File: config.mk
export PLATFORM = sky130hd
export DESIGN_NAME = alarm_repeat_scheduler
export DESIGN_NICKNAME = d
export VERILOG_FILES = /design/src/sv/ars_pkg.sv /design/src/sv/alarm_repeat_scheduler.sv /design/src/sv/ars_ram.sv
export VERILOG_INCLUDE_DIRS = /design/src /design/src/sv
export SDC_FILE = /design/constraint.sdc
export NUM_CORES = 2
export LEC_CHECK = 0
export BUFFER_PORTS_ARGS = -buffer_cell sky130_fd_sc_hd__buf_2
export CAP_MARGIN = 20
export CELL_PAD_IN_SITES_DETAIL_PLACEMENT = 0
export CELL_PAD_IN_SITES_GLOBAL_PLACEMENT = 1
export CORE_ASPECT_RATIO = 1.4
export CORE_UTILIZATION = 40
export DETAILED_ROUTE_END_ITERATION = 8
export PLACE_DENSITY = 0.61
export REMOVE_ABC_BUFFERS = 1
export SYNTH_ARGS = -nofsm -noshare
export SYNTH_HDL_FRONTEND = slang
export SYNTH_SLANG_ARGS = --single-unit
File: constraint.sdc
create_clock -name i_clk -period 12.9 [get_ports i_clk]
set_clock_uncertainty 0.05 [all_clocks]
set_input_delay 1.29 -clock i_clk [delete_from_list [all_inputs] [get_ports i_clk]]
set_output_delay 1.29 -clock i_clk [all_outputs]
set_load 0.03 [all_outputs]
File: src/sv/alarm_repeat_scheduler_defines.svh
// Assertion macros shared by the scheduler RTL.
`ifndef ALARM_REPEAT_SCHEDULER_DEFINES_SVH
`define ALARM_REPEAT_SCHEDULER_DEFINES_SVH

// Same-cycle implication, disabled while reset is held.
`define ARS_ASSERT_NOW(label, ante, cons, msg) \
    label: assert property (@(posedge i_clk) disable iff (!i_rst_n) \
        (ante) |-> (cons)) else $error(msg);

// Next-cycle implication, disabled while reset is held.
`define ARS_ASSERT_NEXT(label, ante, cons, msg) \
    label: assert property (@(posedge i_clk) disable iff (!i_rst_n) \
        (ante) |=> (cons)) else $error(msg);

`endif

File: src/sv/ars_pkg.sv
package ars_pkg;

    localparam int SLOTS_DEFAULT    = 16;
    localparam int SECONDS_PER_UNIT = 300;
    localparam int LIMIT_W          = 20;
    localparam int IN_DATA_W        = 104;
    localparam int OUT_DATA_W       = 72;
    localparam int CFG_DATA_W       = 11;

    typedef enum logic [2:0] {
        KIND_UPDATED   = 3'd0,
        KIND_INSERTED  = 3'd1,
        KIND_DROPPED   = 3'd2,
        KIND_SEND      = 3'd3,
        KIND_TICK_DONE = 3'd4
    } t_kind;

    typedef enum logic {
        FUNC_EVENT = 1'b0,
        FUNC_TICK  = 1'b1
    } t_func;

    typedef enum logic {
        CFG_REPEAT_COUNT   = 1'b0,
        CFG_INTERVAL_UNITS = 1'b1
    } t_cfg_index;

    typedef struct packed {
        logic [15:0] proto_key;
        logic [15:0] param_key;
        logic [31:0] tag;
        logic [7:0]  remaining;
        logic        ever_sent;
        logic [31:0] last_time;
    } t_entry;

    localparam int ENTRY_W = $bits(t_entry);

endpackage

File: src/sv/alarm_repeat_scheduler.sv
// Alarm event: each slot is read (S_READ) and evaluated (S_EVAL) until a key match or the
// last slot, then S_EV_DONE stores the entry (unless dropped) and registers the result.
// Tick: each slot is read and evaluated in the same way, then S_TICK_DONE registers the
// closing word; a due entry or a result waits while the result register is held by a low
// m_axis_tready. A new item is taken only in S_IDLE, after the previous final word is registered.
// Reset clears the slot valid bits and sets both registers to one; the table RAM is kept.
`include "alarm_repeat_scheduler_defines.svh"

module alarm_repeat_scheduler
    import ars_pkg::*;
#(
    parameter int SLOTS = SLOTS_DEFAULT
) (
    input  logic                  i_clk,
    input  logic                  i_rst_n,
    // Configuration write channel.
    input  logic                  i_cfg_valid,
    output logic                  o_cfg_ready,
    input  logic                  i_cfg_index,
    input  logic [CFG_DATA_W-1:0] i_cfg_data,
    // Input words.
    input  logic                  s_axis_tvalid,
    output logic                  s_axis_tready,
    // proto_key[15:0], param_key[31:16], discard_alarm[32], alarm_tag[64:33],
    // now_seconds[96:65], zero[103:97]
    input  logic [IN_DATA_W-1:0]  s_axis_tdata,
    // func[0]
    input  logic                  s_axis_tuser,
    // Result words.
    output logic                  m_axis_tvalid,
    input  logic                  m_axis_tready,
    // slot[3:0], sent_proto[19:4], sent_param[35:20], sent_tag[67:36],
    // zero[71:68]
    output logic [OUT_DATA_W-1:0] m_axis_tdata,
    // kind[2:0]
    output logic [2:0]            m_axis_tuser,
    output logic                  m_axis_tlast
);

    localparam int SW = (SLOTS > 1) ? $clog2(SLOTS) : 1;
    localparam logic [SW-1:0] LAST_IDX = SW'(SLOTS - 1);

    typedef enum logic [4:0] {
        S_IDLE      = 5'b00001,
        S_READ      = 5'b00010,
        S_EVAL      = 5'b00100,
        S_EV_DONE   = 5'b01000,
        S_TICK_DONE = 5'b10000
    } t_state;

    t_state              r_state, n_state;
    logic [SW-1:0]       r_idx, n_idx;
    logic [SLOTS-1:0]    r_valid, n_valid;
    logic                r_free_found, n_free_found;
    logic [SW-1:0]       r_free_idx, n_free_idx;
    logic [SW-1:0]       r_hit, n_hit;
    t_kind               r_kind, n_kind;
    t_func               r_func, n_func;
    logic [15:0]         r_proto, n_proto;
    logic [15:0]         r_param, n_param;
    logic [31:0]         r_tag, n_tag;
    logic [31:0]         r_now, n_now;
    logic [7:0]          r_count, n_count;
    logic [LIMIT_W-1:0]  r_limit, n_limit;
    logic [7:0]          r_repeat, n_repeat;
    logic [10:0]         r_interval, n_interval;
    logic                r_out_valid, n_out_valid;
    t_kind               r_out_kind, n_out_kind;
    logic [3:0]          r_out_slot, n_out_slot;
    logic [15:0]         r_out_proto, n_out_proto;
    logic [15:0]         r_out_param, n_out_param;
    logic [31:0]         r_out_tag, n_out_tag;
    logic                r_out_last, n_out_last;

    logic                w_ram_we;
    logic                w_ram_re;
    logic [SW-1:0]       w_ram_waddr;
    t_entry              w_ram_wdata;
    logic [ENTRY_W-1:0]  w_ram_rdata;
    t_entry              w_q;
    logic                w_out_free;
    logic                w_in_accept;
    logic [32:0]         w_diff;
    logic                w_due;
    logic [7:0]          w_new_rem;
    logic                w_last_slot;

    ars_ram #(
        .WIDTH (ENTRY_W),
        .DEPTH (SLOTS)
    ) u_table (
        .i_clk   (i_clk),
        .i_we    (w_ram_we),
        .i_waddr (w_ram_waddr),
        .i_wdata (w_ram_wdata),
        .i_re    (w_ram_re),
        .i_raddr (r_idx),
        .o_rdata (w_ram_rdata)
    );

    assign w_q          = t_entry'(w_ram_rdata);
    assign o_cfg_ready  = 1'b1;
    assign s_axis_tready = (r_state == S_IDLE);
    assign w_in_accept  = s_axis_tvalid && s_axis_tready;
    assign w_out_free   = !r_out_valid || m_axis_tready;
    assign w_last_slot  = (r_idx == LAST_IDX);
    assign w_diff       = {1'b0, r_now} - {1'b0, w_q.last_time};
    assign w_due        = !w_q.ever_sent || (!w_diff[32] && (w_diff[31:0] > 32'(r_limit)));
    assign w_new_rem    = (w_q.remaining != 8'd0) ? (w_q.remaining - 8'd1) : 8'd0;

    always_comb begin
        n_state      = r_state;
        n_idx        = r_idx;
        n_valid      = r_valid;
        n_free_found = r_free_found;
        n_free_idx   = r_free_idx;
        n_hit        = r_hit;
        n_kind       = r_kind;
        n_func       = r_func;
        n_proto      = r_proto;
        n_param      = r_param;
        n_tag        = r_tag;
        n_now        = r_now;
        n_count      = r_count;
        n_limit      = r_limit;
        n_repeat     = r_repeat;
        n_interval   = r_interval;
        n_out_valid  = r_out_valid;
        n_out_kind   = r_out_kind;
        n_out_slot   = r_out_slot;
        n_out_proto  = r_out_proto;
        n_out_param  = r_out_param;
        n_out_tag    = r_out_tag;
        n_out_last   = r_out_last;
        w_ram_we     = 1'b0;
        w_ram_re     = 1'b0;
        w_ram_waddr  = r_idx;
        w_ram_wdata  = w_q;

        if (i_cfg_valid && o_cfg_ready) begin
            unique case (t_cfg_index'(i_cfg_index))
                CFG_REPEAT_COUNT:   n_repeat   = i_cfg_data[7:0];
                CFG_INTERVAL_UNITS: n_interval = i_cfg_data[10:0];
                default: ;
            endcase
        end

        if (r_out_valid && m_axis_tready) begin
            n_out_valid = 1'b0;
        end

        unique case (r_state)
            S_IDLE: begin
                if (w_in_accept) begin
                    n_func       = t_func'(s_axis_tuser);
                    n_proto      = s_axis_tdata[15:0];
                    n_param      = s_axis_tdata[31:16];
                    n_tag        = s_axis_tdata[64:33];
                    n_now        = s_axis_tdata[96:65];
                    n_count      = (s_axis_tdata[32] || (r_repeat == 8'd0)) ? 8'd1 : r_repeat;
                    n_limit      = LIMIT_W'(r_interval) * LIMIT_W'(SECONDS_PER_UNIT);
                    n_idx        = '0;
                    n_free_found = 1'b0;
                    n_state      = S_READ;
                end
            end
            S_READ: begin
                w_ram_re = 1'b1;
                n_state  = S_EVAL;
            end
            S_EVAL: begin
                if (r_func == FUNC_EVENT) begin
                    if (r_valid[r_idx] && (w_q.proto_key == r_proto) &&
                        (w_q.param_key == r_param)) begin
                        n_hit   = r_idx;
                        n_kind  = KIND_UPDATED;
                        n_state = S_EV_DONE;
                    end else begin
                        if (!r_valid[r_idx] && !r_free_found) begin
                            n_free_found = 1'b1;
                            n_free_idx   = r_idx;
                        end
                        if (w_last_slot) begin
                            if (r_free_found || !r_valid[r_idx]) begin
                                n_hit  = r_free_found ? r_free_idx : r_idx;
                                n_kind = KIND_INSERTED;
                            end else begin
                                n_hit  = '0;
                                n_kind = KIND_DROPPED;
                            end
                            n_state = S_EV_DONE;
                        end else begin
                            n_idx   = r_idx + SW'(1);
                            n_state = S_READ;
                        end
                    end
                end else begin
                    if (!r_valid[r_idx] || !w_due || w_out_free) begin
                        if (r_valid[r_idx] && w_due) begin
                            w_ram_we              = 1'b1;
                            w_ram_wdata.remaining = w_new_rem;
                            w_ram_wdata.ever_sent = 1'b1;
                            w_ram_wdata.last_time = r_now;
                            n_out_valid = 1'b1;
                            n_out_kind  = KIND_SEND;
                            n_out_slot  = 4'(r_idx);
                            n_out_proto = w_q.proto_key;
                            n_out_param = w_q.param_key;
                            n_out_tag   = w_q.tag;
                            n_out_last  = 1'b0;
                            if (w_new_rem == 8'd0) begin
                                n_valid[r_idx] = 1'b0;
                            end
                        end else if (r_valid[r_idx] && (w_q.remaining == 8'd0)) begin
                            n_valid[r_idx] = 1'b0;
                        end
                        if (w_last_slot) begin
                            n_state = S_TICK_DONE;
                        end else begin
                            n_idx   = r_idx + SW'(1);
                            n_state = S_READ;
                        end
                    end
                end
            end
            S_EV_DONE: begin
                if (w_out_free) begin
                    if (r_kind != KIND_DROPPED) begin
                        w_ram_we    = 1'b1;
                        w_ram_waddr = r_hit;
                        w_ram_wdata = '{proto_key: r_proto, param_key: r_param,
                                        tag: r_tag, remaining: r_count,
                                        ever_sent: 1'b0, last_time: 32'd0};
                        n_valid[r_hit] = 1'b1;
                    end
                    n_out_valid = 1'b1;
                    n_out_kind  = r_kind;
                    n_out_slot  = 4'(r_hit);
                    n_out_proto = '0;
                    n_out_param = '0;
                    n_out_tag   = '0;
                    n_out_last  = 1'b1;
                    n_state     = S_IDLE;
                end
            end
            S_TICK_DONE: begin
                if (w_out_free) begin
                    n_out_valid = 1'b1;
                    n_out_kind  = KIND_TICK_DONE;
                    n_out_slot  = '0;
                    n_out_proto = '0;
                    n_out_param = '0;
                    n_out_tag   = '0;
                    n_out_last  = 1'b1;
                    n_state     = S_IDLE;
                end
            end
            default: n_state = S_IDLE;
        endcase
    end

    always_ff @(posedge i_clk) begin
        if (!i_rst_n) begin
            r_state      <= S_IDLE;
            r_idx        <= '0;
            r_valid      <= '0;
            r_free_found <= 1'b0;
            r_repeat     <= 8'd1;
            r_interval   <= 11'd1;
            r_out_valid  <= 1'b0;
        end else begin
            r_state      <= n_state;
            r_idx        <= n_idx;
            r_valid      <= n_valid;
            r_free_found <= n_free_found;
            r_repeat     <= n_repeat;
            r_interval   <= n_interval;
            r_out_valid  <= n_out_valid;
        end
    end

    always_ff @(posedge i_clk) begin
        r_free_idx  <= n_free_idx;
        r_hit       <= n_hit;
        r_kind      <= n_kind;
        r_func      <= n_func;
        r_proto     <= n_proto;
        r_param     <= n_param;
        r_tag       <= n_tag;
        r_now       <= n_now;
        r_count     <= n_count;
        r_limit     <= n_limit;
        r_out_kind  <= n_out_kind;
        r_out_slot  <= n_out_slot;
        r_out_proto <= n_out_proto;
        r_out_param <= n_out_param;
        r_out_tag   <= n_out_tag;
        r_out_last  <= n_out_last;
    end

    assign m_axis_tvalid = r_out_valid;
    assign m_axis_tuser  = r_out_kind;
    assign m_axis_tlast  = r_out_last;
    assign m_axis_tdata  = {4'd0, r_out_tag, r_out_param, r_out_proto, r_out_slot};

    `ARS_ASSERT_NEXT(a_busy_after_accept, s_axis_tvalid && s_axis_tready, !s_axis_tready,
        "input accepted while an item was still in progress")
    `ARS_ASSERT_NOW(a_send_not_last, m_axis_tvalid && (m_axis_tuser == KIND_SEND),
        !m_axis_tlast, "send word marked as final word")
    `ARS_ASSERT_NEXT(a_write_sets_valid,
        (r_state == S_EV_DONE) && w_out_free && (r_kind != KIND_DROPPED),
        r_valid[r_hit], "stored alarm entry not marked valid")
    `ARS_ASSERT_NOW(a_done_holds_output, (r_state == S_EV_DONE) && !w_out_free,
        m_axis_tvalid && !m_axis_tready, "event result stalled without a pending word")

endmodule

File: src/sv/ars_ram.sv
module ars_ram #(
    parameter  int WIDTH = 8,
    parameter  int DEPTH = 16,
    localparam int AW    = (DEPTH > 1) ? $clog2(DEPTH) : 1
) (
    input  logic             i_clk,
    input  logic             i_we,
    input  logic [AW-1:0]    i_waddr,
    input  logic [WIDTH-1:0] i_wdata,
    input  logic             i_re,
    input  logic [AW-1:0]    i_raddr,
    output logic [WIDTH-1:0] o_rdata
);

    logic [WIDTH-1:0] r_mem [DEPTH];
    logic [WIDTH-1:0] r_rdata;

    always_ff @(posedge i_clk) begin
        if (i_we) begin
            r_mem[i_waddr] <= i_wdata;
        end
        if (i_re) begin
            r_rdata <= r_mem[i_raddr];
        end
    end

    assign o_rdata = r_rdata;

endmodule
==> flow_summary.yaml <==
detailed_routing:
  wl_per_cell_um: 28.5
  wl_met3_um: 10200
  routed_wl_um: 202000
  drtIter0Drc: 3175
  drc: 0
  antenna_left: 0
  top_layer_used: "met4"
  met1Wirelength_um: 87200
  drt_pass1_iterations: 7
  viasPerCell: 5.58
  wl_met2_um: 101000
  vias: 39700
synthesis:
  synth_area_per_cell_um2: 20.3
  netlist_area_um2: 80800
  synth_top_area_share_pct: 74.0
  ys.flop_type: "edfxtp_1"
  yosysUniqueCellTypes: 72
  synth_cells: 3977
  synth_edf_count: 1990
  seq_area_frac_synth_pct: 75.1
  synth_top_area_cell: "edfxtp_1"
  ys_warn_count: 0
  yosys-top-cells-area: "edfxtp_1 74%, mux4_2 15%, ha_1 1.6%"
  synth_seq_cells: 2036
  synthArstFlopShare_pct: 0
floorplanning:
  core-area_um2: 200000
  start_util_pct: 40.4
  die_h_um: 534
  ios: 201
  row_count: 194
  dieArea_um2: 204000
  die_w_um: 382
sta:
  setup-tns-final_ns: 0
  max_freq_ghz: 0.127
  setup_viol: 0
  period_share_pct: 60.9
  final.min_clock_period_ns: 7.85
  final_max_slew_viol_count: 0
  finalHoldViolCount: 0
  worst_slew_pin_slew_ns: 1.29
  max_slew_margin_pct: 14.3
  rsz0062_at_grt: "no"
  fin_ws_ns: 5.05
place:
  post-place-ws_ns: 5.05
  place_congestion: 0.768
  dpl.cell_count: 6740
  portBuffers: 188
  hpwl_um: 106000
cells_and_area:
  syn_to_final_growth_pct: 13.5
  fin_nets: 4541
  multi_input_area_um2: 19100
  seqCellArea_um2: 60700
  most-common-layout-cells: "1990 x edfxtp_1, 530 x mux4_2, 331 x nand2_1"
  n_fill_cell: 17000
  final_common_cell: "edfxtp_1"
  final_layout_size_suffix_gt1_share_pct: 25.6
  final_cell_count_no_fill: 7104
setup_path:
  crit_type: "register to register"
  cp-start-kind: "register"
  required_ns: 13.32
  end_kind: "register"
  path_max_fanout: 36
  cp_data_arrival_time_ns: 8.27
clock_network:
  clk_latency_ns: 0.85
  clk_pin_slew_worst_paths_ns: 0.06
  ctsHoldBuffers: 0
  cts_tree: "built"
  clock-sinks: 2036
  cts_setup_buffers: 0
  cts_buffers: 205
  max-clock-path-buffers: 4
  cts_resized: 0
  ctsHtreeMaxLevel: 4
  cts-root-buf: "clkbuf_16"
flow_run:
  drv_cap: 0
power:
  powerDensity_nw_per_um2: 147
  p_leak_nw: 29.2
  vdd_drop_max_uv: 109
global_routing:
  grt_start_max_net_pins: 136
  overflow: 0
  grt_pass1_wl_um: 293000
  gr-usage-all-layers_pct: 19.8
  grt_pass1_vias: 41800
  antenna_found_initial: 8
hold_path:
  hold_path.class: "register to register"
run_status:
  status: "completed"
flip-flops by register name (all words and copies together) (netlist names), 18 cells and up:
register,count
u_table.o_rdata,105
r_tag,32
r_now,32
u_table.r_mem,1680
r_limit,18
r_out_tag,32
synthesized netlist by cell type (6+ instances only):
master and instances:
fa_1 14, xor2_1 45, o31ai_1 32, mux4_2 530, and3_1 69, o21a_1 9, xnor2_1 28, buf_2 6
ha_1 102, o21ai_0 57, nor2_1 95, nor3_1 20, and2_1 7, edfxtp_1 1990, a31oi_1 13, nand4_1 10
nand3_1 19, nor4_1 13, nand2b_1 17, inv_1 116, o21bai_1 8, clkbuf_1 150, nor2b_1 20, a311oi_1 9
dfxtp_1 46, nand2_1 331, a21oi_1 82, or3_1 7, buf_1 30, a21o_1 14
per-layer routing:
layer | GRT usage (%) | vias up
li1 | - | 16800
met1 | 27.7 | 21500
met2 | 33.0 | 1094
met3 | 2.72 | 246
met4 | 4.53 | 0
met5 | 0 | -
critical path, cell delays in order (launching register included):
cell	delay, ns
edfxtp_1	0.41
ha_1	0.41
o211ai_1	0.11
a21oi_1	0.35
o21ai_0	0.23
nand2_1	0.16
a21oi_1	0.13
o21ai_0	0.33
a21oi_1	0.14
xnor2_1	0.15
ha_1	0.30
nand4_1	0.22
or4_1	0.61
nor3_1	0.33
o21ai_0	0.21
a2111o_1	0.45
o41ai_4	0.52
a21boi_4	0.22
a32oi_1	1.01
nor2_4	0.23
buf_4	0.39
buf_4	0.44
report_power, final:
group | switching [mW] | total (mW) | internal (mW)
Clock | 2.49 | 5.67 | 3.18
Sequential | 0.0376 | 7.27 | 7.23
Combinational | 0.302 | 0.579 | 0.277
Total | 2.83 | 13.5 | 10.7
logic make-up (layout without fill, tap and decap cells):
logic type	count (synthesis)	after routing	synth area share, %
adder cells (fa/ha/maj)	116	116	1.93
multiplexers	538	538	14.9
other	2	7	0.00930
flip-flops	2036	2036	75.1
buffers and inverters	307	783	1.46
AO/OA/AOI/OAI	278	278	2.28
XOR/XNOR	73	73	0.792
AND/OR/NAND/NOR	627	627	3.52
final timing paths:
| check | start | endpoint | slack (ns) | cells past startpoint |
|---|---|---|---|---|
| max | r_now[4] | u_table.r_mem[9][74] | 5.05 | 21 |
| min | r_repeat[7] | r_repeat[7] | 0.43 | 2 |
| max reg2reg | r_now[4] | u_table.r_mem[9][74] | 5.05 | 21 |
| min reg2reg | r_repeat[7] | r_repeat[7] | 0.43 | 2 |
metrics by stage:
| step | area (µm²) | util (%) | hold slack, ns | total power [mW] |
|---|---|---|---|---|
| floorplan | 80000 | - | 0.390 | 8.07 |
| global placement | 85400 | 42.7 | 0.414 | 8.00 |
| detailed placement | 85400 | 42.7 | 0.417 | 8.01 |
| CTS | 91700 | 45.8 | 0.431 | 13.7 |
| global route | 91700 | 45.8 | 0.464 | 13.9 |
| finish | 91700 | 45.8 | 0.429 | 13.5 |
final cells by class:
| type | instances | area share (%) |
|---|---|---|
| multi-input combinational | 1637 | 20.8 |
| clock inverter | 103 | 0.992 |
| inverter | 116 | 0.480 |
| clock buffer | 257 | 5.81 |
| timing repair buffer | 307 | 2.10 |
| sequential | 2036 | 66.2 |
| antenna | 2 | 0.00546 |
| tap | 2646 | 3.61 |
No activity file was read; power rests on OpenSTA's default activity.
